### src/dos_pkg.sv
`default_nettype none
package dos_pkg;

  localparam int unsigned OPTIONS_BYTES = 312;
  localparam int unsigned POS_W = 10;
  localparam logic [POS_W-1:0] POS_MAX = '1;
  localparam logic [POS_W-1:0] POS_LIMIT = POS_W'(OPTIONS_BYTES);
  localparam logic [POS_W-1:0] POS_COOKIE_LAST = POS_W'(3);
  localparam logic [POS_W-1:0] POS_COOKIE_DONE = POS_W'(4);

  localparam logic [7:0] OPT_PAD = 8'd0;
  localparam logic [7:0] OPT_END = 8'd255;
  localparam logic [7:0] OPT_MSG_TYPE = 8'd53;
  localparam logic [7:0] OPT_SERVER_ID = 8'd54;
  localparam logic [7:0] LEN_MSG_TYPE = 8'd1;
  localparam logic [7:0] LEN_SERVER_ID = 8'd4;

  localparam int unsigned OUT_TDATA_W = 48;

  typedef enum logic [2:0] {
    PH_COOKIE = 3'd0,
    PH_CODE   = 3'd1,
    PH_LEN    = 3'd2,
    PH_VALUE  = 3'd3,
    PH_DONE   = 3'd4
  } phase_t;

  typedef struct packed {
    logic        cookie_valid;
    logic [7:0]  message_type;
    logic        srv_ident_found;
    logic [31:0] srv_ident;
  } result_t;

  // Magic cookie 0x63825363, first byte on the wire at index 0
  function automatic logic [7:0] magic_byte(input logic [1:0] idx);
    logic [7:0] b;
    case (idx)
      2'd0:    b = 8'h63;
      2'd1:    b = 8'h82;
      2'd2:    b = 8'h53;
      2'd3:    b = 8'h63;
      default: b = 8'h63;
    endcase
    return b;
  endfunction

endpackage
`default_nettype wire

### src/dos_scan.sv
`default_nettype none
module dos_scan
  import dos_pkg::*;
(
  input  wire logic       clk,
  input  wire logic       rst_n,
  input  wire logic       step,
  input  wire logic [7:0] data_byte,
  input  wire logic       last_byte,
  output result_t         result
);

  logic [POS_W-1:0] pos_r, pos_nxt;
  logic             cm_r, cm_nxt;
  phase_t           phase_r, phase_nxt;
  logic [7:0]       code_r, code_nxt;
  logic [7:0]       rem_r, rem_nxt;
  logic [31:0]      vc_r, vc_nxt;
  logic [7:0]       tval_r, tval_nxt;
  logic             tfound_r, tfound_nxt;
  logic [31:0]      sval_r, sval_nxt;
  logic             sfound_r, sfound_nxt;
  logic             take;
  logic             cookie_ok;

  assign take = (pos_r < POS_LIMIT);

  // Next state: one option byte
  always_comb begin
    pos_nxt    = (pos_r != POS_MAX) ? pos_r + POS_W'(1) : pos_r;
    cm_nxt     = cm_r;
    phase_nxt  = phase_r;
    code_nxt   = code_r;
    rem_nxt    = rem_r;
    vc_nxt     = vc_r;
    tval_nxt   = tval_r;
    tfound_nxt = tfound_r;
    sval_nxt   = sval_r;
    sfound_nxt = sfound_r;
    if (take) begin
      case (phase_r)
        PH_COOKIE: begin
          if (data_byte != magic_byte(pos_r[1:0])) cm_nxt = 1'b0;
          if (pos_r == POS_COOKIE_LAST) phase_nxt = cm_nxt ? PH_CODE : PH_DONE;
        end
        PH_CODE: begin
          if (data_byte == OPT_END) begin
            phase_nxt = PH_DONE;
          end else if (data_byte != OPT_PAD) begin
            code_nxt  = data_byte;
            phase_nxt = PH_LEN;
          end
        end
        PH_LEN: begin
          if (!((code_r == OPT_MSG_TYPE && data_byte == LEN_MSG_TYPE) ||
                (code_r == OPT_SERVER_ID && data_byte == LEN_SERVER_ID))) begin
            code_nxt = OPT_PAD;
          end
          rem_nxt   = data_byte;
          vc_nxt    = '0;
          phase_nxt = (data_byte == 8'd0) ? PH_CODE : PH_VALUE;
        end
        PH_VALUE: begin
          vc_nxt  = {vc_r[23:0], data_byte};
          rem_nxt = rem_r - 8'd1;
          if (rem_nxt == 8'd0) begin
            // Close the option; capture only the first qualifying one
            if (code_r == OPT_MSG_TYPE && !tfound_r) begin
              tval_nxt   = vc_nxt[7:0];
              tfound_nxt = 1'b1;
            end else if (code_r == OPT_SERVER_ID && !sfound_r) begin
              sval_nxt   = vc_nxt;
              sfound_nxt = 1'b1;
            end
            phase_nxt = PH_CODE;
          end
        end
        default: ;
      endcase
    end
  end

  // Result as seen after this byte
  always_comb begin
    cookie_ok              = (pos_nxt >= POS_COOKIE_DONE) && cm_nxt;
    result.cookie_valid    = cookie_ok;
    result.message_type    = (cookie_ok && tfound_nxt) ? tval_nxt : 8'd0;
    result.srv_ident_found = cookie_ok && sfound_nxt;
    result.srv_ident       = (cookie_ok && sfound_nxt) ? sval_nxt : 32'd0;
  end

  always_ff @(posedge clk) begin
    if (!rst_n || (step && last_byte)) begin
      pos_r    <= '0;
      cm_r     <= 1'b1;
      phase_r  <= PH_COOKIE;
      code_r   <= '0;
      rem_r    <= '0;
      vc_r     <= '0;
      tval_r   <= '0;
      tfound_r <= 1'b0;
      sval_r   <= '0;
      sfound_r <= 1'b0;
    end else if (step) begin
      pos_r    <= pos_nxt;
      cm_r     <= cm_nxt;
      phase_r  <= phase_nxt;
      code_r   <= code_nxt;
      rem_r    <= rem_nxt;
      vc_r     <= vc_nxt;
      tval_r   <= tval_nxt;
      tfound_r <= tfound_nxt;
      sval_r   <= sval_nxt;
      sfound_r <= sfound_nxt;
    end
  end

endmodule
`default_nettype wire

### src/dhcp_option_scanner_top.sv
`default_nettype none
// DHCP options scanner. Feed the options field one byte per transaction,
// starting with the four-byte magic cookie, and mark the final byte with
// in_tlast. Exactly one result transaction follows each field: the cookie
// check, the first length-1 message-type option (53) and the first length-4
// server-identifier option (54); fields are zero when the cookie is bad or
// the option was not found, and an option cut off by the end of the field is
// ignored. Only the first 312 bytes of a field are parsed. The block
// takes one byte every clock unless stalled: an input register holds the
// byte, the option walker then updates its state and, on the last byte,
// loads the result register. Input stalls only while a final byte waits
// for a result register that is still full and not being taken. The
// scanner returns to its reset state after each field, ready for the next
// one.
module dhcp_option_scanner_top
  import dos_pkg::*;
(
  input  wire logic                   clk,
  input  wire logic                   rst_n,
  input  wire logic                   in_tvalid,
  output      logic                   in_tready,
  input  wire logic [7:0]             in_tdata,   // [7:0] data_byte
  input  wire logic                   in_tlast,   // last_byte
  output      logic                   out_tvalid,
  input  wire logic                   out_tready,
  // [0] cookie_valid, [8:1] message_type, [9] srv_ident_found,
  // [41:10] srv_ident, [47:42] zero
  output      logic [OUT_TDATA_W-1:0] out_tdata
);

  logic       in_valid_r;
  logic [7:0] in_byte_r;
  logic       in_last_r;
  logic       out_valid_r;
  result_t    out_res_r;
  result_t    scan_res;
  logic       out_free;
  logic       advance;
  logic       in_fire;

  // Result slot is free if empty or being drained this cycle
  assign out_free  = !out_valid_r || out_tready;
  // Advance the held byte unless it is a final byte with no room for its result
  assign advance   = in_valid_r && (!in_last_r || out_free);
  assign in_tready = !in_valid_r || advance;
  assign in_fire   = in_tvalid && in_tready;

  dos_scan u_scan (
    .clk       (clk),
    .rst_n     (rst_n),
    .step      (advance),
    .data_byte (in_byte_r),
    .last_byte (in_last_r),
    .result    (scan_res)
  );

  // Input register: hold the byte until the walker takes it
  always_ff @(posedge clk) begin
    if (!rst_n) begin
      in_valid_r <= 1'b0;
    end else if (in_tready) begin
      in_valid_r <= in_tvalid;
    end
  end

  always_ff @(posedge clk) begin
    if (in_fire) begin
      in_byte_r <= in_tdata;
      in_last_r <= in_tlast;
    end
  end

  // Result register: load on the final byte, drop once taken
  always_ff @(posedge clk) begin
    if (!rst_n) begin
      out_valid_r <= 1'b0;
    end else if (advance && in_last_r) begin
      out_valid_r <= 1'b1;
    end else if (out_tready) begin
      out_valid_r <= 1'b0;
    end
  end

  always_ff @(posedge clk) begin
    if (advance && in_last_r) begin
      out_res_r <= scan_res;
    end
  end

  assign out_tvalid = out_valid_r;
  assign out_tdata  = {6'd0, out_res_r.srv_ident, out_res_r.srv_ident_found,
                       out_res_r.message_type, out_res_r.cookie_valid};

`ifndef ASSERT_OFF
  // A bad or short cookie reports nothing else
  a_bad_cookie_clean: assert property (@(posedge clk) disable iff (!rst_n)
    out_tvalid && !out_tdata[0] |-> out_tdata[41:1] == 41'd0)
    else $error("result fields set with an invalid cookie");

  // Server id is zero unless it was found
  a_sid_zero: assert property (@(posedge clk) disable iff (!rst_n)
    out_tvalid && !out_tdata[9] |-> out_tdata[41:10] == 32'd0)
    else $error("server id set without found flag");

  // A final byte may only be held back while the result slot is occupied
  a_stall_cause: assert property (@(posedge clk) disable iff (!rst_n)
    in_valid_r && !advance |-> in_last_r && out_valid_r && !out_tready)
    else $error("byte stalled without a full result register");

  // A result is loaded only when the previous one has gone or is going
  a_no_overwrite: assert property (@(posedge clk) disable iff (!rst_n)
    advance && in_last_r |-> !out_valid_r || out_tready)
    else $error("result register overwritten");
`endif

endmodule
`default_nettype wire
### config.mk
export PLATFORM = sky130hd
export DESIGN_NAME = dhcp_option_scanner_top
export DESIGN_NICKNAME = d
export VERILOG_FILES = /design/src/dos_pkg.sv /design/src/dos_scan.sv /design/src/dhcp_option_scanner_top.sv
export SDC_FILE = /design/constraint.sdc
export NUM_CORES = 1
export LEC_CHECK = 0
export BUFFER_PORTS_ARGS = -buffer_cell sky130_fd_sc_hd__clkbuf_2
export CAP_MARGIN = 15
export CORE_MARGIN = 2
export CORE_UTILIZATION = 60
export DETAILED_ROUTE_END_ITERATION = 16
export PLACE_DENSITY_LB_ADDON = 0.1
export SYNTH_ARGS = -nofsm -noshare
export SYNTH_HDL_FRONTEND = slang
export SYNTH_SLANG_ARGS = --single-unit
### constraint.sdc
create_clock -name clk -period 4.1 [get_ports clk]
set_clock_uncertainty 0.15 [all_clocks]
set_input_delay 0.41 -clock clk [delete_from_list [all_inputs] [get_ports clk]]
set_output_delay 0.41 -clock clk [all_outputs]
set_load 0.01 [all_outputs]
== After elaboration in Yosys (flattened, before gate mapping) ==
Cells that the tools add are included.

* Flip-flop bits (word level): 149
* Bits in latches: 0
* Memory bits (writable): 0
* ROM bits: 0
* Input port bits: 13
* Output and inout bits: 50
* Memories: 0

* Add/sub/neg operators: 2
* Multipliers: 0
* Div/mod/pow operators: 0
* Magnitude comparators: 2
* Equal/unequal tests: 20
* Shifts and indexed selects: 0
* Multiplexer cells: 42
* Bitwise logic cells: 0
* Reduce and logical (&&, ||, !) cells: 34

{| class="wikitable"
|+ Operators with widths
! operator !! number
|-
| $mux W32 || 5
|-
| $mux W8 || 9
|-
| $pmux W24 S2 || 1
|-
| $pmux W8 S2 || 2
|-
| $pmux W8 S3 || 1
|-
| $eq A8 B6 Y1 const B || 2
|-
| $logic_not A8 Y1 || 2
|-
| $mux W1 || 16
|-
| $mux W3 || 5
|-
| $pmux W3 S4 || 1
|-
| $reduce_and A6 Y1 || 2
|-
| $add A10 B1 Y10 const B || 1
|-
| $eq A10 B2 Y1 const B || 1
|-
| $ge A10 B3 Y1 const B || 1
|-
| $logic_and A1 B1 Y1 || 10
|-
| $lt A10 B9 Y1 const B || 1
|-
| $mux W10 || 1
|-
| $ne A10 B10 Y1 const B || 1
|-
| $eq A8 B1 Y1 const B || 1
|-
| $eq A8 B3 Y1 const B || 1
|-
| $eq A8 B8 Y1 const B || 1
|-
| $ne A8 B8 Y1 || 1
|-
| $reduce_bool A8 Y1 || 1
|-
| $sub A8 B1 Y8 const B || 1
|-
| 16 further kinds || 32
|}

== Depth between registers and ports, before layout ==
* Depth after elaboration: 13
* Gate-level depth with buffers: 9
* Depth with buffers taken out: 7

== By module ==
From an unflattened synthesis, not the netlist that was laid out.

* Cell total of the unflattened synthesis: 707
* Area total of the unflattened synthesis: 6512.5 um^2

{| class="wikitable"
|+ Modules (own cells, without submodules)
! module !! times used !! cells an instance !! area each (um^2) !! seq. area each (um^2)
|-
| dos_scan || 1 || 637 || 4814.6 || 1921.8
|-
| dhcp_option_scanner_top || 1 || 70 || 1697.9 || 1571.5
|}

== Worst setup path before layout ==
No wires, ideal clock.

* Path type: reg-to-reg
* Start: register u_scan.rem_r[0]
* End: register out_res_r, in the netlist out_tdata[22], data pin
* Arrival: 2181 ps
* Slack: 1512 ps
* Stages on the path, launching flop included: 10
* Cells stage by stage: dfxtp_1 > inv_1 > ha_1 > or3b_1 > or4_1 > and4_1 > buf_2 > buf_2 > a32oi_1 > nor2_1

* Cells in the longest elaborated chain, start to end: 6
* Elaborated cells between the ends (all ways): 9
* Those cells by class: 1 x add/sub; 6 x mux; 2 x reduce/logical

{| class="wikitable"
|+ Ends and longest elaborated chain
! item !! line !! source
|-
| start: declaration || dos_scan.sv:17 || <nowiki>logic [7:0] rem_r, rem_nxt;</nowiki>
|-
| start signal: assignment || dos_scan.sv:109 || <nowiki>rem_r <= rem_nxt;</nowiki>
|-
| $sub A8 B1 Y8 (*) || dos_scan.sv:65 || <nowiki>rem_nxt = rem_r - 8'd1;</nowiki>
|-
| $logic_not A8 Y1 (*) || dos_scan.sv:66 || <nowiki>if (rem_nxt == 8'd0) begin</nowiki>
|-
| $mux W1 || dos_scan.sv:66 ||
|-
| $mux W1 || dos_scan.sv:41 || <nowiki>case (phase_r)</nowiki>
|-
| $mux W1 || dos_scan.sv:40 || <nowiki>if (take) begin</nowiki>
|-
| $logic_and A1 B1 Y1 || dos_scan.sv:89 || <nowiki>result.srv_ident = (cookie_ok && sfound_nxt) ? sval_nxt : 32'd0;</nowiki>
|-
| end signal: assignment || dhcp_option_scanner_top.sv:86 || <nowiki>out_res_r <= scan_res;</nowiki>
|-
| end: declaration || dhcp_option_scanner_top.sv:35 || <nowiki>result_t out_res_r;</nowiki>
|}

Every way passes the cells marked *; elsewhere a longest branch is shown, timed or not.
A chain may end at the register's enable or synchronous reset.

== Worst setup path after layout ==
* Start: register u_scan.pos_r[1]
* End: register out_res_r, in the netlist out_tdata[23], data pin

* Cells in the longest elaborated chain, start to end: 13
* Elaborated cells between the ends (all ways): 23
* Those cells by class: 1 x add/sub; 2 x order compare; 5 x eq/ne; 11 x mux; 4 x reduce/logical

{| class="wikitable"
|+ Ends and longest elaborated chain
! item !! line !! source
|-
| start: declaration || dos_scan.sv:13 || <nowiki>logic [POS_W-1:0] pos_r, pos_nxt;</nowiki>
|-
| start signal: assignment || dos_scan.sv:105 || <nowiki>pos_r <= pos_nxt;</nowiki>
|-
| $eq A2 B2 Y1 / $logic_not A2 Y1 (equally long branches) || dos_pkg.sv:38 || <nowiki>case (idx)</nowiki>
|-
| $reduce_or A2 Y1 (no source line) || - ||
|-
| $pmux W8 S3 || dos_pkg.sv:38 ||
|-
| $mux W8 || dos_scan.sv:41 ||
|-
| $mux W8 || dos_scan.sv:40 ||
|-
| $ne A8 B8 Y1 || dos_scan.sv:43 || <nowiki>if (data_byte != magic_byte(pos_r[1:0])) cm_nxt = 1'b0;</nowiki>
|-
| $mux W1 || dos_scan.sv:43 ||
|-
| $mux W1 || dos_scan.sv:41 ||
|-
| $mux W1 || dos_scan.sv:40 ||
|-
| $mux W1 || dos_scan.sv:41 ||
|-
| $mux W1 || dos_scan.sv:40 ||
|-
| $logic_and A1 B1 Y1 || dos_scan.sv:85 || <nowiki>cookie_ok = (pos_nxt >= POS_COOKIE_DONE) && cm_nxt;</nowiki>
|-
| $logic_and A1 B1 Y1 || dos_scan.sv:89 ||
|}

Parallel ways exist; a longest one is shown, timed or not. The select of a mux whose other input is x is not followed.

==> metrics.md <==
| Metric | Value |
|---|---|
| Worst Path Required | `4.21 ns` |
| RSZ-0062 raised after global routing | `false` |
| Vias in the first global route | `5155` |
| Crit path DAT | `3.05 ns` |
| Count of flip-flops with a built-in enable after synthesis | `51` |
| Io pins | `63` |
| DP Area | `0.006887 mm²` |
| CP max stage delay | `0.46 ns` |
| Grt ovf | `0` |
| Hold Violations, Final | `0` |
| Area grow syn2layout | `14.65%` |
| Final layout net count | `757` |
| Hold path startpoint | `out_tready` |
| Drt initial violations | `618` |
| Worst-path cell chain | `ha_1 -> nand3_1 -> nor4_4 -> nor3_1 -> o41ai_4 -> buf_4 -> nor2_1` |
| Rows | `38` |
| Max cap viols | `0` |
| Top delay family on crit path | `simple AND/OR/NAND/NOR gates` |
| Share of cells above drive strength 1 | `0.1489` |
| # DRC | `0` |
| Total CTS buffers | `17` |
| Worst flop-to-flop path endpoint | `out_tdata[23]` |
| Lkg Pwr | `2.624 nW` |
| Die Wd | `109.2 µm` |
| Max FO, Critical Path | `42` |
| Most frequent cells in the layout | `98 x dfxtp_1, 84 x nor2_1, 64 x a21oi_1, 56 x o21ai_0, 56 x clkbuf_2` |
| Slowest CP cell | `buf_4` |
| Cell Area, Synth | `0.006635 mm²` |
| Clock Path Buffers | `2` |
| Final HPWL DP | `9.628 mm` |
| CTS sink cnt | `149` |
| Die area | `0.01192 mm²` |
| Tightest Pin Transition | `1.041 ns` |
| Synth Flop Type | `dfxtp_1` |
| Clock latency on the worst-skew pair | `0.54 ns` |
| Register area share after synthesis | `0.5265` |
| CTS tree | `built` |
| Mean Syn Cell Area | `9.358 µm²` |
| WHS Endpoint | `out_tvalid` |
| Vias per cell | `6.435` |
| Setup TNS | `0 ns` |
| Routability cong. | `0.8522` |
| HP Class | `in -> reg` |
| Worst setup path start | `u_scan.pos_r[1]` |
| First-pass iteration count of the detailed router | `6` |
| Initial antenna violation count | `0` |
| Peak supply drop | `0.0002823 V` |
| Slew HR | `0.3058` |
| Reg2Reg Launch Point | `u_scan.pos_r[1]` |
| Outcome | `finished clean` |
| Clock root cell | `clkbuf_8` |
| Yosys warning count | `0` |
| Leading cell type in the layout, fill and taps excluded | `dfxtp_1` |
| Antenna-violating nets left | `0` |
| Part of the cycle the worst path needs | `0.7158` |
| Fmax | `340.7 MHz` |
| Synth Instances | `709` |
| Yosys reg bits | `149` |
| Crit start category | `register` |
| FF-to-FF setup slack | `1.17 ns` |
| Vias | `5740` |
| WHS Path Cells | `4` |
| Final setup vio count | `0` |
| Final Critical Period | `2.935 ns` |
| Crit path kind | `reg -> reg` |
| Initial Utilization | `0.6148` |
| Setup Fix Bufs, Post-CTS | `0` |
| Aggregate global-route resource usage | `0.2846` |
| Core box area | `0.01079 mm²` |
| Fin area | `0.007607 mm²` |
| Die Y | `109.2 µm` |
| First-pass GRT wire length | `26.12 mm` |
| Per-cell routed wire length | `18.45 µm` |
| Final WL | `16.46 mm` |
| Largest net degree at the start of global routing | `87` |
| I/O Buffers | `56` |
| Power density over cell area | `427.2 mW/mm²` |
| Clock-pin slew on the worst setup and hold paths | `0.06 ns` |
| Slew Limit Fails | `0` |
| Buf/Inv on CP | `1` |
| Crit. End Element | `register` |
| Asr flop ratio synth | `0` |
| # diodes | `0` |
| FF-to-FF path depth | `7` |
| H-tree Lvls | `4` |
| Netlist cell types | `62` |
-- power by group --
group	internal (mW)	switching [mW]
Clock	0.950	0.628
Sequential	1.54	0.0309
Combinational	0.0374	0.0666
-- worst register-to-register path: stages, from the launching register on --
cell and delay (ns):
dfxtp_1 0.45, ha_1 0.33, nand3_1 0.18, nor4_4 0.45
nor3_1 0.15, o41ai_4 0.35, buf_4 0.46, nor2_1 0.15
-- cell usage after synthesis, drive strengths merged (4+ instances only) --
cell	number	share of area
a21oi	64	0.048
a211oi	7	0.0079
o31ai	4	0.0045
nor3	12	0.0098
edfxtp	51	0.23
a22oi	24	0.027
nor2	86	0.049
dfxtp	98	0.30
or4	4	0.0051
nand2b	4	0.0038
nor2b	6	0.0057
inv	11	0.0062
o21ai	57	0.043
or3	4	0.0038
a31oi	5	0.0047
xnor2	8	0.011
ha	5	0.0094
clkbuf	49	0.028
nand3	54	0.041
nor4bb	6	0.0091
nand4	6	0.0066
nand2	42	0.024
a32oi	34	0.045
buf	22	0.020
nor4	4	0.0060
-- layer usage --
layer | vias to the layer above | track usage | routed length (µm)
met4 | 0 | 0.08883 | 376
met3 | 43 | 0.08129 | 1557
met5 | - | 0 | 0
met1 | 2695 | 0.3947 | 7034
met2 | 334 | 0.4321 | 7487
li1 | 2668 | - | -
-- sequential cells by signal, indices dropped and copies added, names as in the netlist --
register / cells
in_valid_r: 1
u_scan.sfound_r: 1
u_scan.pos_r: 10
out_tvalid: 1
in_byte_r: 8
u_scan.phase_r: 3
u_scan.tval_r: 8
u_scan.sval_r: 32
u_scan.vc_r: 24
u_scan.code_r: 8
out_tdata: 42
u_scan.cm_r: 1
u_scan.rem_r: 8
in_last_r: 1
u_scan.tfound_r: 1
-- kinds of logic (layout without fill, tap and decap cells) --
group                      count (synthesis)  count (layout)  share of synthesized area
buffers and inverters                     82             120                    0.05374
AOI/OAI and AO/OA                        216             216                     0.2121
and+or+nand+nor                          246             246                     0.1844
xor gates and xnor gates                  10              10                    0.01320
DFF                                      149             149                     0.5265
other                                      1               6                  0.0005652
adders and majority gates                  5               5                   0.009429
-- metrics by stage --
step / hold WS [ns] / worst slack [ns] / power, mW / util / cells
6_report: 0.1271 / 1.165 / 3.250 / 0.7048 / 892
5_1_grt: 0.1325 / 0.9531 / 3.329 / 0.7048 / 892
3_5_place_dp: 0.3035 / 1.246 / 1.692 / 0.6381 / 848
2_1_floorplan: 0.2808 / 1.512 / 1.661 / - / 714
4_1_cts: 0.08573 / 1.195 / 3.252 / 0.7048 / 892
3_3_place_gp: 0.2936 / 1.355 / 1.689 / 0.6381 / 848
-- repair_timing --
item | 4_1_cts | 5_1_grt
hold endpoints to repair | 11 | 0
resized for setup | 0 | 0
hold buffers | 12 | 0
endpoints found under the setup margin | 0 | 0
-- final cells by class --
cell class	count	area, µm²
flip-flops and latches	149	3493
fillers	806	3186
multi-input cells	483	2816
repair buffers	77	480.5
clock buffers	18	427.9
well taps	140	175.2
clock inverters	14	172.7
inverters	11	41.29
-- worst max-delay path by stage --
stage	end	cells after the start
4_1_cts	out_tdata[23]	7
2_1_floorplan	out_tdata[22]	9
5_1_grt	out_tdata[23]	7
3_3_place_gp	out_tdata[32]	7
6_report	out_tdata[23]	7
3_5_place_dp	out_tdata[23]	7
(Power assumes the default switching activity.)
